==> src/rtl/slt_pkg.sv <==
`default_nettype none

package slt_pkg;

	localparam int CHAR_W = 8;
	localparam int KIND_W = 3;

	localparam int FIFO_DEPTH = 4;
	localparam int PTR_W      = $clog2(FIFO_DEPTH);
	localparam int CNT_W      = $clog2(FIFO_DEPTH + 1);

	localparam logic [KIND_W-1:0] KIND_BYTE   = 3'd0;
	localparam logic [KIND_W-1:0] KIND_WEND   = 3'd1;
	localparam logic [KIND_W-1:0] KIND_PIPE   = 3'd2;
	localparam logic [KIND_W-1:0] KIND_REDIR  = 3'd3;
	localparam logic [KIND_W-1:0] KIND_APPEND = 3'd4;
	localparam logic [KIND_W-1:0] KIND_LEND   = 3'd5;

	localparam logic [CHAR_W-1:0] CH_NUL    = 8'h00;
	localparam logic [CHAR_W-1:0] CH_TAB    = 8'h09;
	localparam logic [CHAR_W-1:0] CH_LF     = 8'h0a;
	localparam logic [CHAR_W-1:0] CH_SPACE  = 8'h20;
	localparam logic [CHAR_W-1:0] CH_DQUOTE = 8'h22;
	localparam logic [CHAR_W-1:0] CH_SQUOTE = 8'h27;
	localparam logic [CHAR_W-1:0] CH_GT     = 8'h3e;
	localparam logic [CHAR_W-1:0] CH_BSLASH = 8'h5c;
	localparam logic [CHAR_W-1:0] CH_PIPE   = 8'h7c;

	typedef enum logic [2:0] {
		MODE_BETWEEN = 3'd0,
		MODE_WORD    = 3'd1,
		MODE_QUOTE   = 3'd2,
		MODE_QESC    = 3'd3,
		MODE_GT      = 3'd4
	} mode_t;

	typedef struct packed {
		logic [KIND_W-1:0] kind;
		logic [CHAR_W-1:0] tbyte;
	} tok_t;

	typedef struct packed {
		logic last;
		tok_t tok;
	} entry_t;

	typedef struct packed {
		logic [1:0] n;
		tok_t       t0;
		tok_t       t1;
		mode_t      mode;
		logic       qk;
	} res_t;

endpackage

`default_nettype wire

==> src/rtl/shell_line_tokenizer.sv <==
// shell line tokenizer: lexes a command line one character per beat
// s_* channel: one character per beat in s_tdata; 0 or unquoted LF ends a line
// m_* channel: one token per beat; tuser carries the kind, tdata the word
//   byte, tlast marks the final token caused by one input character
// a character gives zero, one or two tokens (word end + line end, etc.)
// path: a character taken is held in the input register, lexed there, and
//   its tokens are written into the queue, whose count drives m_tvalid
// throughput: one character per cycle while the queue has room; the input register is drained into
//   a four-entry token queue whenever the queue has room for two tokens,
//   so the queue's drain rate of one token per cycle is the only limit
// when the receiver stalls the queue fills, the input register holds its
//   character and s_tready drops; no token is lost or repeated
// reset clears the lexer to between tokens with single-quote kind, and
//   empties the input register and the queue
`default_nettype none

module shell_line_tokenizer (
	input  wire logic                       clk,
	input  wire logic                       arst_n,
	input  wire logic                       s_tvalid,
	output logic                            s_tready,
	input  wire logic [slt_pkg::CHAR_W-1:0] s_tdata,   // [7:0] char_in
	output logic                            m_tvalid,
	input  wire logic                       m_tready,
	output logic [slt_pkg::CHAR_W-1:0]      m_tdata,   // [7:0] token_byte
	output logic [slt_pkg::KIND_W-1:0]      m_tuser,   // [2:0] token_kind
	output logic                            m_tlast    // last
);
	import slt_pkg::*;

	logic              valid_s1;
	logic [CHAR_W-1:0] char_s1;
	mode_t             mode_q;
	logic              qk_q;

	entry_t            mem_q [FIFO_DEPTH];
	logic [PTR_W-1:0]  wr_ptr_q;
	logic [PTR_W-1:0]  rd_ptr_q;
	logic [CNT_W-1:0]  count_q;

	logic              proc;
	logic              pop;
	res_t              res;
	entry_t            e0;
	entry_t            e1;
	logic [1:0]        push_n;

	function automatic logic is_blank(input logic [CHAR_W-1:0] c);
		return (c == CH_SPACE) || (c == CH_TAB);
	endfunction

	function automatic logic is_quote(input logic [CHAR_W-1:0] c);
		return (c == CH_SQUOTE) || (c == CH_DQUOTE);
	endfunction

	function automatic res_t f_emit(input logic [KIND_W-1:0] kind,
			input logic [CHAR_W-1:0] tb, input mode_t mode, input logic qk);
		res_t r;
		r = '0;
		r.n = 2'd1;
		r.t0.kind = kind;
		r.t0.tbyte = tb;
		r.mode = mode;
		r.qk = qk;
		return r;
	endfunction

	function automatic res_t f_between(input logic [CHAR_W-1:0] c, input logic qk);
		res_t r;
		r = '0;
		r.mode = MODE_BETWEEN;
		r.qk = qk;
		if (c == CH_NUL || c == CH_LF) begin
			r = f_emit(KIND_LEND, CH_NUL, MODE_BETWEEN, qk);
		end else if (is_blank(c)) begin
			r.mode = MODE_BETWEEN;
		end else if (c == CH_PIPE) begin
			r = f_emit(KIND_PIPE, CH_NUL, MODE_BETWEEN, qk);
		end else if (c == CH_GT) begin
			r.mode = MODE_GT;
		end else if (is_quote(c)) begin
			r.mode = MODE_QUOTE;
			r.qk = (c == CH_DQUOTE);
		end else begin
			r = f_emit(KIND_BYTE, c, MODE_WORD, qk);
		end
		return r;
	endfunction

	function automatic res_t f_quote(input logic [CHAR_W-1:0] c, input logic qk);
		res_t r;
		logic [CHAR_W-1:0] closer;
		closer = qk ? CH_DQUOTE : CH_SQUOTE;
		r = '0;
		r.mode = MODE_QUOTE;
		r.qk = qk;
		if (c == CH_NUL) begin
			// open quote cut short: close the word and the line
			r.n = 2'd2;
			r.t0.kind = KIND_WEND;
			r.t1.kind = KIND_LEND;
			r.mode = MODE_BETWEEN;
		end else if (c == closer) begin
			r.mode = MODE_WORD;
		end else if (c == CH_BSLASH) begin
			r.mode = MODE_QESC;
		end else begin
			r = f_emit(KIND_BYTE, c, MODE_QUOTE, qk);
		end
		return r;
	endfunction

	// put one token ahead of a result that has at most one
	function automatic res_t f_prepend(input logic [KIND_W-1:0] kind,
			input logic [CHAR_W-1:0] tb, input res_t r);
		res_t o;
		o = r;
		o.n = r.n + 2'd1;
		o.t0.kind = kind;
		o.t0.tbyte = tb;
		o.t1 = r.t0;
		return o;
	endfunction

	always_comb begin
		case (mode_q)
			MODE_WORD: begin
				if (char_s1 == CH_NUL || char_s1 == CH_LF || is_blank(char_s1) ||
						char_s1 == CH_PIPE || char_s1 == CH_GT) begin
					res = f_prepend(KIND_WEND, CH_NUL, f_between(char_s1, qk_q));
				end else if (is_quote(char_s1)) begin
					res = '0;
					res.mode = MODE_QUOTE;
					res.qk = (char_s1 == CH_DQUOTE);
				end else begin
					res = f_emit(KIND_BYTE, char_s1, MODE_WORD, qk_q);
				end
			end
			MODE_QUOTE: begin
				res = f_quote(char_s1, qk_q);
			end
			MODE_QESC: begin
				if (is_quote(char_s1)) begin
					res = f_emit(KIND_BYTE, char_s1, MODE_QUOTE, qk_q);
				end else if (char_s1 == CH_NUL) begin
					res = f_quote(char_s1, qk_q);
				end else begin
					// backslash kept, then the character as in a quote
					res = f_prepend(KIND_BYTE, CH_BSLASH, f_quote(char_s1, qk_q));
				end
			end
			MODE_GT: begin
				if (char_s1 == CH_GT) begin
					res = f_emit(KIND_APPEND, CH_NUL, MODE_BETWEEN, qk_q);
				end else begin
					res = f_prepend(KIND_REDIR, CH_NUL, f_between(char_s1, qk_q));
				end
			end
			default: begin
				res = f_between(char_s1, qk_q);
			end
		endcase
	end

	// lex only when the queue can take two tokens
	assign proc     = valid_s1 && (count_q <= CNT_W'(FIFO_DEPTH - 2));
	assign s_tready = !valid_s1 || proc;
	assign pop      = m_tvalid && m_tready;
	assign push_n   = proc ? res.n : 2'd0;

	always_comb begin
		e0.last = (res.n == 2'd1);
		e0.tok  = res.t0;
		e1.last = 1'b1;
		e1.tok  = res.t1;
	end

	always_ff @(posedge clk or negedge arst_n) begin
		if (!arst_n) begin
			valid_s1 <= 1'b0;
			mode_q   <= MODE_BETWEEN;
			qk_q     <= 1'b0;
			wr_ptr_q <= '0;
			rd_ptr_q <= '0;
			count_q  <= '0;
		end else begin
			if (s_tready) begin
				valid_s1 <= s_tvalid;
			end
			if (proc) begin
				mode_q <= res.mode;
				qk_q   <= res.qk;
			end
			wr_ptr_q <= wr_ptr_q + PTR_W'(push_n);
			if (pop) begin
				rd_ptr_q <= rd_ptr_q + 1'b1;
			end
			count_q <= count_q + CNT_W'(push_n) - CNT_W'(pop);
		end
	end

	always_ff @(posedge clk) begin
		if (s_tready && s_tvalid) begin
			char_s1 <= s_tdata;
		end
		if (push_n != 2'd0) begin
			mem_q[wr_ptr_q] <= e0;
		end
		if (push_n == 2'd2) begin
			mem_q[wr_ptr_q + 1'b1] <= e1;
		end
	end

	assign m_tvalid = (count_q != '0);
	assign m_tdata  = mem_q[rd_ptr_q].tok.tbyte;
	assign m_tuser  = mem_q[rd_ptr_q].tok.kind;
	assign m_tlast  = mem_q[rd_ptr_q].last;

endmodule

`default_nettype wire

==> config.mk <==
export PLATFORM = sky130hd
export DESIGN_NAME = shell_line_tokenizer
export DESIGN_NICKNAME = d
export VERILOG_FILES = /design/src/rtl/slt_pkg.sv /design/src/rtl/shell_line_tokenizer.sv
export SDC_FILE = /design/constraint.sdc
export NUM_CORES = 1
export LEC_CHECK = 0
export BUFFER_PORTS_ARGS = -buffer_cell sky130_fd_sc_hd__buf_2
export CAP_MARGIN = 5
export CORE_MARGIN = 2
export CORE_UTILIZATION = 35
export DETAILED_ROUTE_END_ITERATION = 7
export HOLD_SLACK_MARGIN = 0.02
export PLACE_DENSITY_LB_ADDON = 0.1
export RECOVER_POWER = 50
export SLEW_MARGIN = 15
export SYNTH_ARGS = -nofsm -noshare
export SYNTH_HDL_FRONTEND = slang
export SYNTH_SLANG_ARGS = --single-unit
export TNS_END_PERCENT = 1
==> constraint.sdc <==
create_clock -name clk -period 8.1 [get_ports clk]
set_input_delay 0.405 -clock clk [delete_from_list [all_inputs] [get_ports clk]]
set_output_delay 0.405 -clock clk [all_outputs]
set_load 0.05 [all_outputs]
==> results.sh <==
export IMPL_worst_pin_slew_ns=1.986
export IMPL_gp_congestion=0.8511
export IMPL_synth_cells=352
export IMPL_min_path_type="input port to register"
export IMPL_io_pins=26
export IMPL_tritoncts="done"
export IMPL_timing_fmax_mhz=212.7
export IMPL_clk_pin_slew_worst_paths_ns=0.08
export IMPL_synth_xor_area_frac=0.01816
export IMPL_fin_ws_ns=3.399
export IMPL_wire_per_inst_um=20.12
export IMPL_synthArstFlopShare=0.1765
export IMPL_dpl_cell_count=493
export IMPL_finalPower_mw=1.720
export IMPL_worstSetupStartpointType="register"
export IMPL_wl_met2_mm=4.858
export IMPL_drcViolationCount=0
export IMPL_clock_latency_ns=0.34
export IMPL_grt_pass1_vias=2904
export IMPL_drt_met1_wl_mm=4.735
export IMPL_ys_ff_latch=68
export IMPL_p_leak_nw=1.397
export IMPL_synthMuxAreaShare=0.07523
export IMPL_fin_cells=510
export IMPL_fin_skew_ns=0.01136
export IMPL_synthesis_area_um2=3859
export IMPL_status="complete, but fails checks"
export IMPL_rsz0062_at_grt="false"
export IMPL_min_from="s_tdata[4]"
export IMPL_reg2reg_to="mem_q[0][10]$_DFFE_PP_"
export IMPL_yosys_warnings=0
export IMPL_totalWireLength_mm=10.26
export IMPL_post_cts_buffers=0
export IMPL_finalHoldViolations=0
export IMPL_ys_top_cells_by_count="52 x edfxtp_1, 46 x nand2_1, 37 x o22ai_1"
export IMPL_timing_final_max_slew_violations=30
export IMPL_rr_startpoint="char_s1[5]$_DFFE_PP_"
export IMPL_num_vias=3055
export IMPL_row_count=38
export IMPL_drive_above_1_share=0.1297
export IMPL_grt_max_degree=21
export IMPL_crit_required_ns=7.99
export IMPL_dieArea_um2=11880
export IMPL_avgViaCountPerCell=5.990
export IMPL_synth_cell_types=65
export IMPL_pre_cts_ws_ns=4.475
export IMPL_start_util=0.3575
export IMPL_violations="capacitance limit, slew limit"
export IMPL_first_pass_iters=5
export IMPL_h_tree_depth=3
export IMPL_synth_net_count=369
export IMPL_timing_setup_tns_ns=0
export IMPL_cp_end_kind="register"
export IMPL_synth_ff_type="edfxtp_1"
export IMPL_top_layer="met4"
export IMPL_syn_avg_cell_area_um2=10.96
export IMPL_dieHeight_um=109
export IMPL_crit_type="register to register"
export IMPL_core_um2=10790
export IMPL_syn_to_final_growth_pct=10.99
export IMPL_cts_sinks=68
export IMPL_hpwl_mm=7.499
export IMPL_maxCapViolCount=2
export IMPL_whs_ns=0.2327
export IMPL_numPortBuffers=25
export IMPL_synth_compound_area_frac=0.1975
export IMPL_irDropWorstVdd_uv=182.9
export IMPL_multiInputGateArea_um2=1764
export IMPL_crit_fanout=14
export IMPL_ys_seq_area_frac=0.5032
export IMPL_post_route_period_util=0.5803
export IMPL_holdPathEnd="char_s1[4]$_DFFE_PP_"
export IMPL_fin_crit_ns=4.701
export IMPL_antenna_diode_count=0
export IMPL_grt_pass1_wl_mm=16.37
export IMPL_clock_path_buffers=2
export IMPL_antenna_left=0
export IMPL_relSlewSlack=-0.3380
export IMPL_seq_area_um2=1942
export IMPL_layout_nets=382
export IMPL_wl_met3_um=512
export IMPL_grt_usage=0.1842
export IMPL_cts_buffers=9
export IMPL_regToRegSetupSlack_ns=3.40
export IMPL_antenna_found_initial=0
export IMPL_synth_top_family_by_area="compound AO/OA/AOI/OAI gates"
export IMPL_yosys_area_top_type_share=0.4047
export IMPL_netlist_top_cells_area="edfxtp_1 40%, dfrtp_1 7.8%, mux4_2 7.0%"
export IMPL_p_per_area_nw_per_um2=401.6
export IMPL_synthSimpleGateAreaFrac=0.1492
export IMPL_drtIter0Drc=272
export IMPL_holdPathStages=1
export IMPL_grt_remaining_overflow=0
export IMPL_finalSetupViolations=0
export IMPL_yosysTopAreaCell="edfxtp_1"
export IMPL_synth_fa_ha_area_frac=0.01816
export IMPL_r2r_cells=6
export IMPL_synth_edf_count=52
export IMPL_die_x_um=109
export IMPL_cp_arrival_ns=4.59
export IMPL_synth_most_common_cell="edfxtp_1"
export IMPL_clock_root_buffer="clkbuf_8"
export IMPL_num_fill_cells=1055
flip-flops by register name, indices dropped and copies added, names as in the netlist:
| name | cells |
|---|---|
| mem_q | 48 |
| char_s1 | 8 |
| count_q | 3 |
| mode_q | 3 |
| rd_ptr_q | 2 |
| wr_ptr_q | 2 |
| qk_q | 1 |
| valid_s1 | 1 |
critical path, stage by stage (launching register included):
cell	delay [ns]
edfxtp_1	0.59
nor4_1	0.47
a22o_1	0.24
a32o_1	0.51
o21ai_0	0.34
o21ai_0	1.33
a22oi_1	0.76
repair_timing:
| item | CTS | global route |
|---|---|---|
| hold buffers | 1 | 0 |
| gates resized for setup | 0 | 0 |
| endpoints found under the hold margin | 12 | 0 |
metal layers:
metal | vias up | track usage
met1 | 1528 | 0.2604
met2 | 100 | 0.2831
met3 | 16 | 0.04005
met5 | - | 0
met4 | 0 | 0.05586
li1 | 1411 | -
logic make-up after synthesis:
| logic type | count (synthesis) |
|---|---|
| simple gates | 115 |
| buf+inv | 35 |
| compound gates | 107 |
| flops | 68 |
| xor+xnor | 8 |
| fa+ha+maj | 5 |
| mux | 14 |
how the worst max path moves through the flow:
stage,startpoint,end,slack [ns]
6_report,char_s1[5]$_DFFE_PP_,mem_q[0][10]$_DFFE_PP_,3.40
3_5_place_dp,char_s1[1]$_DFFE_PP_,mem_q[0][6]$_DFFE_PP_,4.48
4_1_cts,char_s1[1]$_DFFE_PP_,mem_q[0][10]$_DFFE_PP_,4.45
2_1_floorplan,char_s1[0]$_DFFE_PP_,mem_q[1][0]$_DFFE_PP_,4.95
3_3_place_gp,char_s1[1]$_DFFE_PP_,mem_q[0][3]$_DFFE_PP_,4.59
5_1_grt,char_s1[5]$_DFFE_PP_,mem_q[0][10]$_DFFE_PP_,2.95
per-stage QoR:
stage	cell area, um2	util
2_1_floorplan	3859	-
3_3_place_gp	4066	0.3768
3_5_place_dp	4066	0.3768
4_1_cts	4317	0.4000
5_1_grt	4283	0.3968
6_report	4283	0.3968
where the power goes:
part	switching, mW	internal (mW)
sequential	0.131	0.504
combinational	0.508	0.240
clock	0.132	0.205
total	0.771	0.949
cell usage in the layout, fill, tap and decap left out, drive strengths merged, types with 3 or more instances in the layout:
| cell type | instances |
|---|---|
| xor2 | 3 |
| o32ai | 6 |
| mux4 | 12 |
| clkbuf | 26 |
| o21ai | 18 |
| nor2 | 17 |
| and3 | 4 |
| or3 | 4 |
| o32a | 3 |
| nand3 | 7 |
| inv | 9 |
| dfxtp | 4 |
| xnor2 | 5 |
| dfrtp | 12 |
| o31ai | 5 |
| a21oi | 13 |
| edfxtp | 52 |
| a22o | 3 |
| or2 | 3 |
| nand2 | 46 |
| ha | 4 |
| and2 | 7 |
| a31oi | 3 |
| o2111ai | 3 |
| nand2b | 4 |
| o22ai | 37 |
| bufinv | 3 |
| buf | 11 |
| nor3 | 9 |
| clkinv | 3 |
| nor2b | 3 |
area by class of cell:
| type | instances | share of cell area |
|---|---|---|
| Inverter | 9 | 0.007888 |
| Sequential cell | 68 | 0.4534 |
| Clock inverter | 6 | 0.02629 |
| Tap cell | 140 | 0.04090 |
| Multi-Input combinational cell | 249 | 0.4119 |
| Clock buffer | 10 | 0.02980 |
| Timing Repair Buffer | 28 | 0.02980 |
(Power assumes the default switching activity.)
